==> src/hw/rtl/tcce_pkg.sv <==
// tcce_pkg: shared constants, codes and controller/datapath interface types
// for the text console cursor engine. No dependencies.

package tcce_pkg;

   // screen geometry
   localparam int COLUMNS  = 80;
   localparam int ROWS     = 25;
   localparam int TAB_STOP = 8;
   localparam int CELLS    = COLUMNS * ROWS;

   localparam int ADDR_W  = $clog2(CELLS);
   localparam int COL_W   = $clog2(COLUMNS);

   // field widths
   localparam int OPCODE_W = 2;
   localparam int CHAR_W   = 8;
   localparam int ATTR_W   = 8;
   localparam int COLOR_W  = 4;
   localparam int CELL_W   = 11;
   localparam int CELL_DATA_W = CHAR_W + ATTR_W;

   // opcodes
   localparam logic [OPCODE_W-1:0] OP_PUT   = 2'd0;
   localparam logic [OPCODE_W-1:0] OP_READ  = 2'd1;
   localparam logic [OPCODE_W-1:0] OP_CLEAR = 2'd2;

   // register indexes
   localparam logic REG_FG_COLOR = 1'b0;
   localparam logic REG_BG_COLOR = 1'b1;

   // character codes
   localparam logic [CHAR_W-1:0] CH_BACKSPACE = 8'h08;
   localparam logic [CHAR_W-1:0] CH_TAB       = 8'h09;
   localparam logic [CHAR_W-1:0] CH_LINE_FEED = 8'h0A;
   localparam logic [CHAR_W-1:0] CH_CR        = 8'h0D;
   localparam logic [CHAR_W-1:0] CH_BLANK     = 8'h20;
   localparam logic [CHAR_W-1:0] CH_LAST_PRINT = 8'h7F;

   localparam logic [ATTR_W-1:0]  RESET_ATTR = 8'h0F;
   localparam logic [COLOR_W-1:0] RESET_FG   = 4'hF;
   localparam logic [COLOR_W-1:0] RESET_BG   = 4'h0;

   typedef struct packed {
      logic capture;       // latch the accepted item
      logic exec;          // carry out the item's own step
      logic sweep_start;   // start a pass over the whole store
      logic fill_reset;    // pass fills with the reset attribute, no shift
      logic rsp_load;      // load the output register
   } ctl_cmd_type;

   typedef struct packed {
      logic need_sweep;
      logic sweep_done;
      logic rsp_busy;
   } ctl_status_type;

endpackage

==> src/hw/rtl/tcce_ctrl.sv <==
// tcce_ctrl: sequencing state machine of the text console cursor engine.
// Depends on tcce_pkg for the command and status types.

module tcce_ctrl (
   input  logic                     clock,
   input  logic                     reset,
   input  logic                     req_valid,
   output logic                     req_ready,
   input  tcce_pkg::ctl_status_type status,
   output tcce_pkg::ctl_cmd_type    cmd
);
   import tcce_pkg::*;

   typedef enum logic [2:0] {
      ST_INIT,
      ST_INIT_WAIT,
      ST_IDLE,
      ST_EXEC,
      ST_SWEEP,
      ST_DONE
   } state_type;

   state_type state_ff;
   state_type state_in;

   assign req_ready = (state_ff == ST_IDLE);

   always_comb begin
      cmd             = '0;
      cmd.capture     = (state_ff == ST_IDLE) && req_valid;
      cmd.exec        = (state_ff == ST_EXEC);
      cmd.sweep_start = (state_ff == ST_INIT) ||
                        ((state_ff == ST_EXEC) && status.need_sweep);
      cmd.fill_reset  = (state_ff == ST_INIT);
      cmd.rsp_load    = (state_ff == ST_DONE) && !status.rsp_busy;
   end

   always_comb begin
      state_in = state_ff;
      case (state_ff)
         ST_INIT:      state_in = ST_INIT_WAIT;
         ST_INIT_WAIT: if (status.sweep_done) state_in = ST_IDLE;
         ST_IDLE:      if (req_valid) state_in = ST_EXEC;
         ST_EXEC:      state_in = status.need_sweep ? ST_SWEEP : ST_DONE;
         ST_SWEEP:     if (status.sweep_done) state_in = ST_DONE;
         ST_DONE:      if (!status.rsp_busy) state_in = ST_IDLE;
         default:      state_in = ST_IDLE;
      endcase
   end

   always_ff @(posedge clock) begin
      if (reset) begin
         state_ff <= ST_INIT;
      end else begin
         state_ff <= state_in;
      end
   end

endmodule

==> config.mk <==
export PLATFORM = sky130hd
export DESIGN_NAME = tcce_ctrl
export DESIGN_NICKNAME = d
export VERILOG_FILES = /design/src/hw/rtl/tcce_pkg.sv /design/src/hw/rtl/tcce_ctrl.sv
export SDC_FILE = /design/constraint.sdc
export NUM_CORES = 1
export LEC_CHECK = 0
export ABC_AREA = 0
export BUFFER_PORTS_ARGS = -buffer_cell sky130_fd_sc_hd__clkbuf_2
export CAP_MARGIN = 30
export CORE_AREA = 2 2 39 41
export DETAILED_ROUTE_END_ITERATION = 10
export DIE_AREA = 0 0 41 43
export PLACE_DENSITY = 0.52
export SLEW_MARGIN = 10
export SYNTH_ARGS = -nofsm -noshare
export SYNTH_HDL_FRONTEND = slang
export SYNTH_SLANG_ARGS = --single-unit
==> constraint.sdc <==
create_clock -name clock -period 1.1 [get_ports clock]
set_input_delay 0.33 -clock clock [delete_from_list [all_inputs] [get_ports clock]]
set_output_delay 0.33 -clock clock [all_outputs]
set_load 0.03 [all_outputs]
==> impl_results.md, run 1 <==
* Post-synth EDFFs at 0
* Vias in the first global route at 322
* Count of final setup violators at 7
* Top FF cell, synth: dfxtp_1
* Max reg flops at 3
* # H-tree levels at 1
* Reg with most FFs: state_ff
* Tot GR Track Use at 11.7%
* Num rows at 14
* Data arrival, critical path at 1110 ps
* Largest stage delay, worst path at 350 ps
* Share of layout cells above drive strength 1 at 70.2%
* Max-slew headroom at 87.7%
* Clk buf depth at 2
* Clock sink count at 3
* Tmin final at 1440 ps
* Max-cap violation count at 0
* Most common cell in the synthesized netlist: nand2b_1
* Mapped Area at 256 µm²
* DR WL met2 at 445 µm
* Reg-to-Reg Start: state_ff[0]
* Global-route wire length before repair at 1300 µm
* Crit end category: output port
* Vias at 318
* Overall power at 859 µW
* Top Registers: state_ff (3)
* Routability Congestion at 0.740
* CP Launch Type: register
* Clock Pin Slew Worst Setup and Hold Paths at 40 ps
* Clk_lat worst skew at 230 ps
* Top post-synthesis cells by area: dfxtp_1 23%, nand2b_1 9.8%, nor3b_1 5.9%, nand2b_4 5.4%, a31oi_1 4.9%
* Final Max Slew Viols at 0
* Clock skew at 0.867 ps
* Pwr Density at 1610 mW/mm²
* Post-route ant nets at 0
* Largest net degree at the start of global routing at 7
* Initial antenna violation count at 0
* Dominant cell type by area after synthesis: dfxtp_1
* Die Width at 41 µm
* Avg Inst Size Synth at 7.33 µm²
* Grt ovf at 0
* RSZ-0062 raised after global routing: yes
* TritonCTS buffer count at 3
* Crit. Startpoint: state_ff[0]
* DRC at 0
* LEAKAGE at 0.000225 µW
* Die height at 43 µm
* Root buffer cell: clkbuf_4
* Ys async rst share at 0%
* Top cells by count, synth: 4 x nand2b_1, 3 x dfxtp_1, 3 x nor2_1
* Setup TNS at -1910 ps
* Worst Tran Pin Value at 184 ps
* Worst EP required at 770 ps
* Wire length on met1 at 311 µm
* CTS tree: built
* Max VDD drop at 624 µV
* Yosys warnings at 0
* Syn nets at 41
* Antenna Cells at 0
* Post-DP HPWL at 564 µm
* Initial DRT Pass Iterations at 2
* Met3 wire length at 35 µm
* Top sig layer: met4
* Status: finished, violations left
* Final nets at 64
* Final wirelength at 801 µm
* # fillers at 140
* Post-Synthesis Cells at 35
* Hold WC Path Type: input pin to register
* IO Port Bufs at 11
* Netlist cell types at 23
* Slowest CP cell: dfxtp_4
* Failing checks: setup timing
* Setup Crit Path Kind: register to output port
* Max Fclk at 696 MHz
* Synth-to-Final Area Change at 108%
* Crit-path max FO at 6
* Hold Vio Cnt, Final at 0
* Yosys reg bits at 3
* Starting Density at 18.5%
* Final worst setup slack at -336 ps
* Period utilization at 131%
* Initial DRC Count at 4
* Vias per inst at 4.36
* Share of the synthesized area in the top cell type at 23.4%
* Die area at 0.00176 mm²
* Cells along the critical path: or2_4, a21oi_4, buf_8
* Core footprint at 0.00138 mm²
* # IOs at 12
* Hold path startpoint: reset
* WL per Instance at 11.0 µm
* Seq/Total Area, Yosys at 23.4%
## logic make-up after synthesis
family	count (synthesis)	share of synthesized area [%]
multiplexers	1	3.90
AND/OR/NAND/NOR	20	47.3
buffers and inverters	4	10.7
AO/OA/AOI/OAI	7	14.6
flip-flops	3	23.4
## critical path: cells and delay by family (launching register included)
family | cells | cell delay (ps)
AO/OA/AOI/OAI | 1 | 130
buffers and inverters | 1 | 130
flip-flops | 1 | 350
AND/OR/NAND/NOR | 1 | 260
## per-layer routing
layer | vias up | track usage (%)
met1 | 147 | 10.6
met4 | 0 | 12.0
met3 | 2 | 2.62
li1 | 162 | -
met2 | 7 | 19.1
met5 | - | 0
## placed cells by master (no fill, tap or decap)
cell | netlist | layout
buf_4 | 1 | 9
clkbuf_2 | 0 | 5
nand2b_1 | 4 | 4
clkbuf_4 | 0 | 4
buf_8 | 0 | 3
dfxtp_4 | 0 | 3
nor2_4 | 0 | 2
nand2_1 | 2 | 2
nor3b_2 | 0 | 2
a31oi_1 | 2 | 2
clkbuf_8 | 0 | 2
inv_2 | 0 | 1
nand2b_4 | 1 | 1
nor3_4 | 0 | 1
nand3_1 | 1 | 1
or2_4 | 0 | 1
a21oi_4 | 0 | 1
nor2b_2 | 0 | 1
and3_2 | 0 | 1
and2_4 | 0 | 1
o21ai_0 | 2 | 1
nand3b_1 | 1 | 1
or3_1 | 1 | 1
o21ai_2 | 0 | 1
mux2i_1 | 1 | 1
nor2_1 | 3 | 1
o21ai_1 | 1 | 1
a21oi_1 | 2 | 1
clkbuf_1 | 0 | 1
buf_6 | 1 | 1
## path summary, 6_finish.rpt
path | cells after the start | to | slack, ps
worst min-delay path | 2 | state_ff[1] | 290
worst min register to register | 2 | state_ff[1] | 520
worst max register to register | 4 | state_ff[0] | -120
worst max-delay path | 3 | cmd[2] | -340
## timing repair
item	4_1_cts	5_1_grt
buffers inserted	1	1
setup endpoints to repair	8	8
gates resized for setup	19	9
hold buffers	0	0
pin swaps	4	3
## per-stage QoR
step / hold slack [ps] / std cells / setup slack (ps) / utilization [%] / instance area (µm²)
finish: 294 / 73 / -336 / 38.6 / 534
global route: 303 / 73 / -373 / 38.6 / 534
CTS: 281 / 72 / -356 / 36.3 / 502
detailed placement: 539 / 68 / -215 / 29.8 / 413
global placement: 536 / 68 / -227 / 29.8 / 413
floorplan: 399 / 35 / -209 / - / 304
## layout make-up
cell class / count / area [µm²] / share of cell area, %
Clock buffer: 4 / 26.3 / 4.92
Multi-Input combinational cell: 28 / 229 / 42.9
Timing Repair Buffer: 21 / 184 / 34.4
Inverter: 1 / 3.75 / 0.703
Sequential cell: 3 / 71.3 / 13.3
Tap cell: 16 / 20.0 / 3.75
## power by group
group          internal (µW)  switching [µW]
Clock                    136            58.0
Combinational            262             236
Sequential               134            33.1
No activity file was read; power rests on OpenSTA's default activity.
==> run 2: changes to the inputs <==
==> constraint.sdc (replaced) <==
create_clock -name clock -period 1.1 [get_ports clock]
set_input_delay 0.22 -clock clock [delete_from_list [all_inputs] [get_ports clock]]
set_output_delay 0.22 -clock clock [all_outputs]
set_load 0.03 [all_outputs]
==> impl_results.md, run 2 (same netlist as run 1, synthesis figures left out) <==
* Buf+Inv Stages, Crit Path at 1
* Reg with most FFs: state_ff
* Hold Vio Cnt, Final at 0
* Failing checks: setup timing
* # fillers at 153
* Initial DRT Pass Iterations at 2
* Data arrival, critical path at 1100 ps
* Clock sink count at 3
* Most frequent cells in the layout: 10 x buf_4, 5 x clkbuf_2, 4 x nand2b_1
* Vias per inst at 4.31
* Die area at 0.00176 mm²
* Final Max Slew Viols at 0
* Period utilization at 120%
* Max-slew headroom at 87.7%
* Overall power at 839 µW
* TritonCTS buffer count at 3
* Share of layout cells above drive strength 1 at 69.0%
* Cell family contributing the most delay on the critical path: flip-flops
* Crit-path max FO at 6
* Tmin final at 1320 ps
* Area of the multi-input gates at 225 µm²
* Die height at 43 µm
* Max reg flops at 3
* Clk buf depth at 2
* Num rows at 14
* Initial antenna violation count at 0
* Slowest CP cell: dfxtp_4
* Top Registers: state_ff (3)
* Die Width at 41 µm
* Worst EP required at 880 ps
* Final wirelength at 749 µm
* Vias in the first global route at 304
* Max VDD drop at 516 µV
* Synth-to-Final Area Change at 109%
* Cells along the critical path: or2_4, a21oi_4, buf_8
* Post-route ant nets at 0
* Register area at 71.3 µm²
* DRC at 0
* Worst Tran Pin Value at 184 ps
* Root buffer cell: clkbuf_4
* Setup Crit Path Kind: register to output port
* Vias at 319
* # H-tree levels at 1
* Final nets at 65
* Clk_lat worst skew at 230 ps
* Max Fclk at 756 MHz
* Antenna Cells at 0
* RSZ-0062 raised after global routing: yes
* Status: finished, violations left
* Count of final setup violators at 7
* Pwr Density at 1570 mW/mm²
* Crit end category: output port
* # IOs at 12
* Largest stage delay, worst path at 350 ps
* Hold WC Path Type: input pin to register
* Commonest non-fill, non-tap cell in the layout: buf_4
* Routability Congestion at 0.730
* Clock skew at 4.49 ps
* Max-cap violation count at 0
* Grt ovf at 0
* CTS tree: built
* End-of-flow core utilization at 38.7%
* Tot GR Track Use at 10.7%
* Hold_buf cts at 0
* Core footprint at 0.00138 mm²
* Largest net degree at the start of global routing at 8
* Global-route wire length before repair at 1270 µm
* Initial DRC Count at 4
* Worst slack at placement at -153 ps
* Final worst setup slack at -224 ps
* WL per Instance at 10.1 µm
* IO Port Bufs at 11
* CP Launch Type: register
* Starting Density at 18.5%
* Clock Pin Slew Worst Setup and Hold Paths at 40 ps
* LEAKAGE at 0.000225 µW
* Post-DP HPWL at 478 µm
## run 2: final cells by class
cell class | instances | area share, %
inverters | 1 | 0.701
clock buffers | 4 | 4.91
well taps | 16 | 3.74
flip-flops and latches | 3 | 13.3
repair buffers | 22 | 35.3
multi-input cells | 28 | 42.1
## run 2: stage by stage
| stage | std cells | instance area (µm²) | hold WS, ps | setup TNS [ps] |
|---|---|---|---|---|
| floorplan | 35 | 299 | 289 | -209 |
| global placement | 68 | 408 | 425 | -744 |
| detailed placement | 68 | 408 | 426 | -747 |
| CTS | 74 | 515 | 173 | -1340 |
| global route | 74 | 536 | 181 | -1510 |
| finish | 74 | 536 | 180 | -1230 |
## run 2: timing repair
action,4_1_cts,5_1_grt
pin swaps,4,2
resized for setup,21,9
setup buffers,2,1
setup endpoints to repair,8,8
## run 2: metal layers
metal / wire length [µm] / GRT usage, % / share of wire, % / up-vias
li1: - / - / - / 167
met1: 316 / 12.5 / 42 / 144
met2: 396 / 16.6 / 53 / 8
met3: 35 / 3.14 / 4.7 / 0
met4: 0 / 6.00 / 0 / 0
met5: 0 / 0 / 0 / -
## run 2: worst reg2reg max path: cells and delay by family (launching register included)
| kind | cells | cell delay, ps |
|---|---|---|
| AOI/OAI and AO/OA | 2 | 250 |
| buffers and inverters | 2 | 290 |
| DFF | 1 | 350 |
| muxes | 1 | 110 |
| and+or+nand+nor | 1 | 130 |
## run 2: worst paths after layout
path	start	end	slack (ps)	depth (start not counted)
setup / recovery	state_ff[0]	cmd[2]	-220	3
hold / removal	reset	state_ff[1]	180	2
setup reg to reg	state_ff[0]	state_ff[0]	-130	6
hold reg to reg	state_ff[1]	state_ff[1]	520	2
## run 2: report_power, final
group	switching [µW]	internal, µW
registers	32.6	134
clock network	55.2	136
logic	225	256
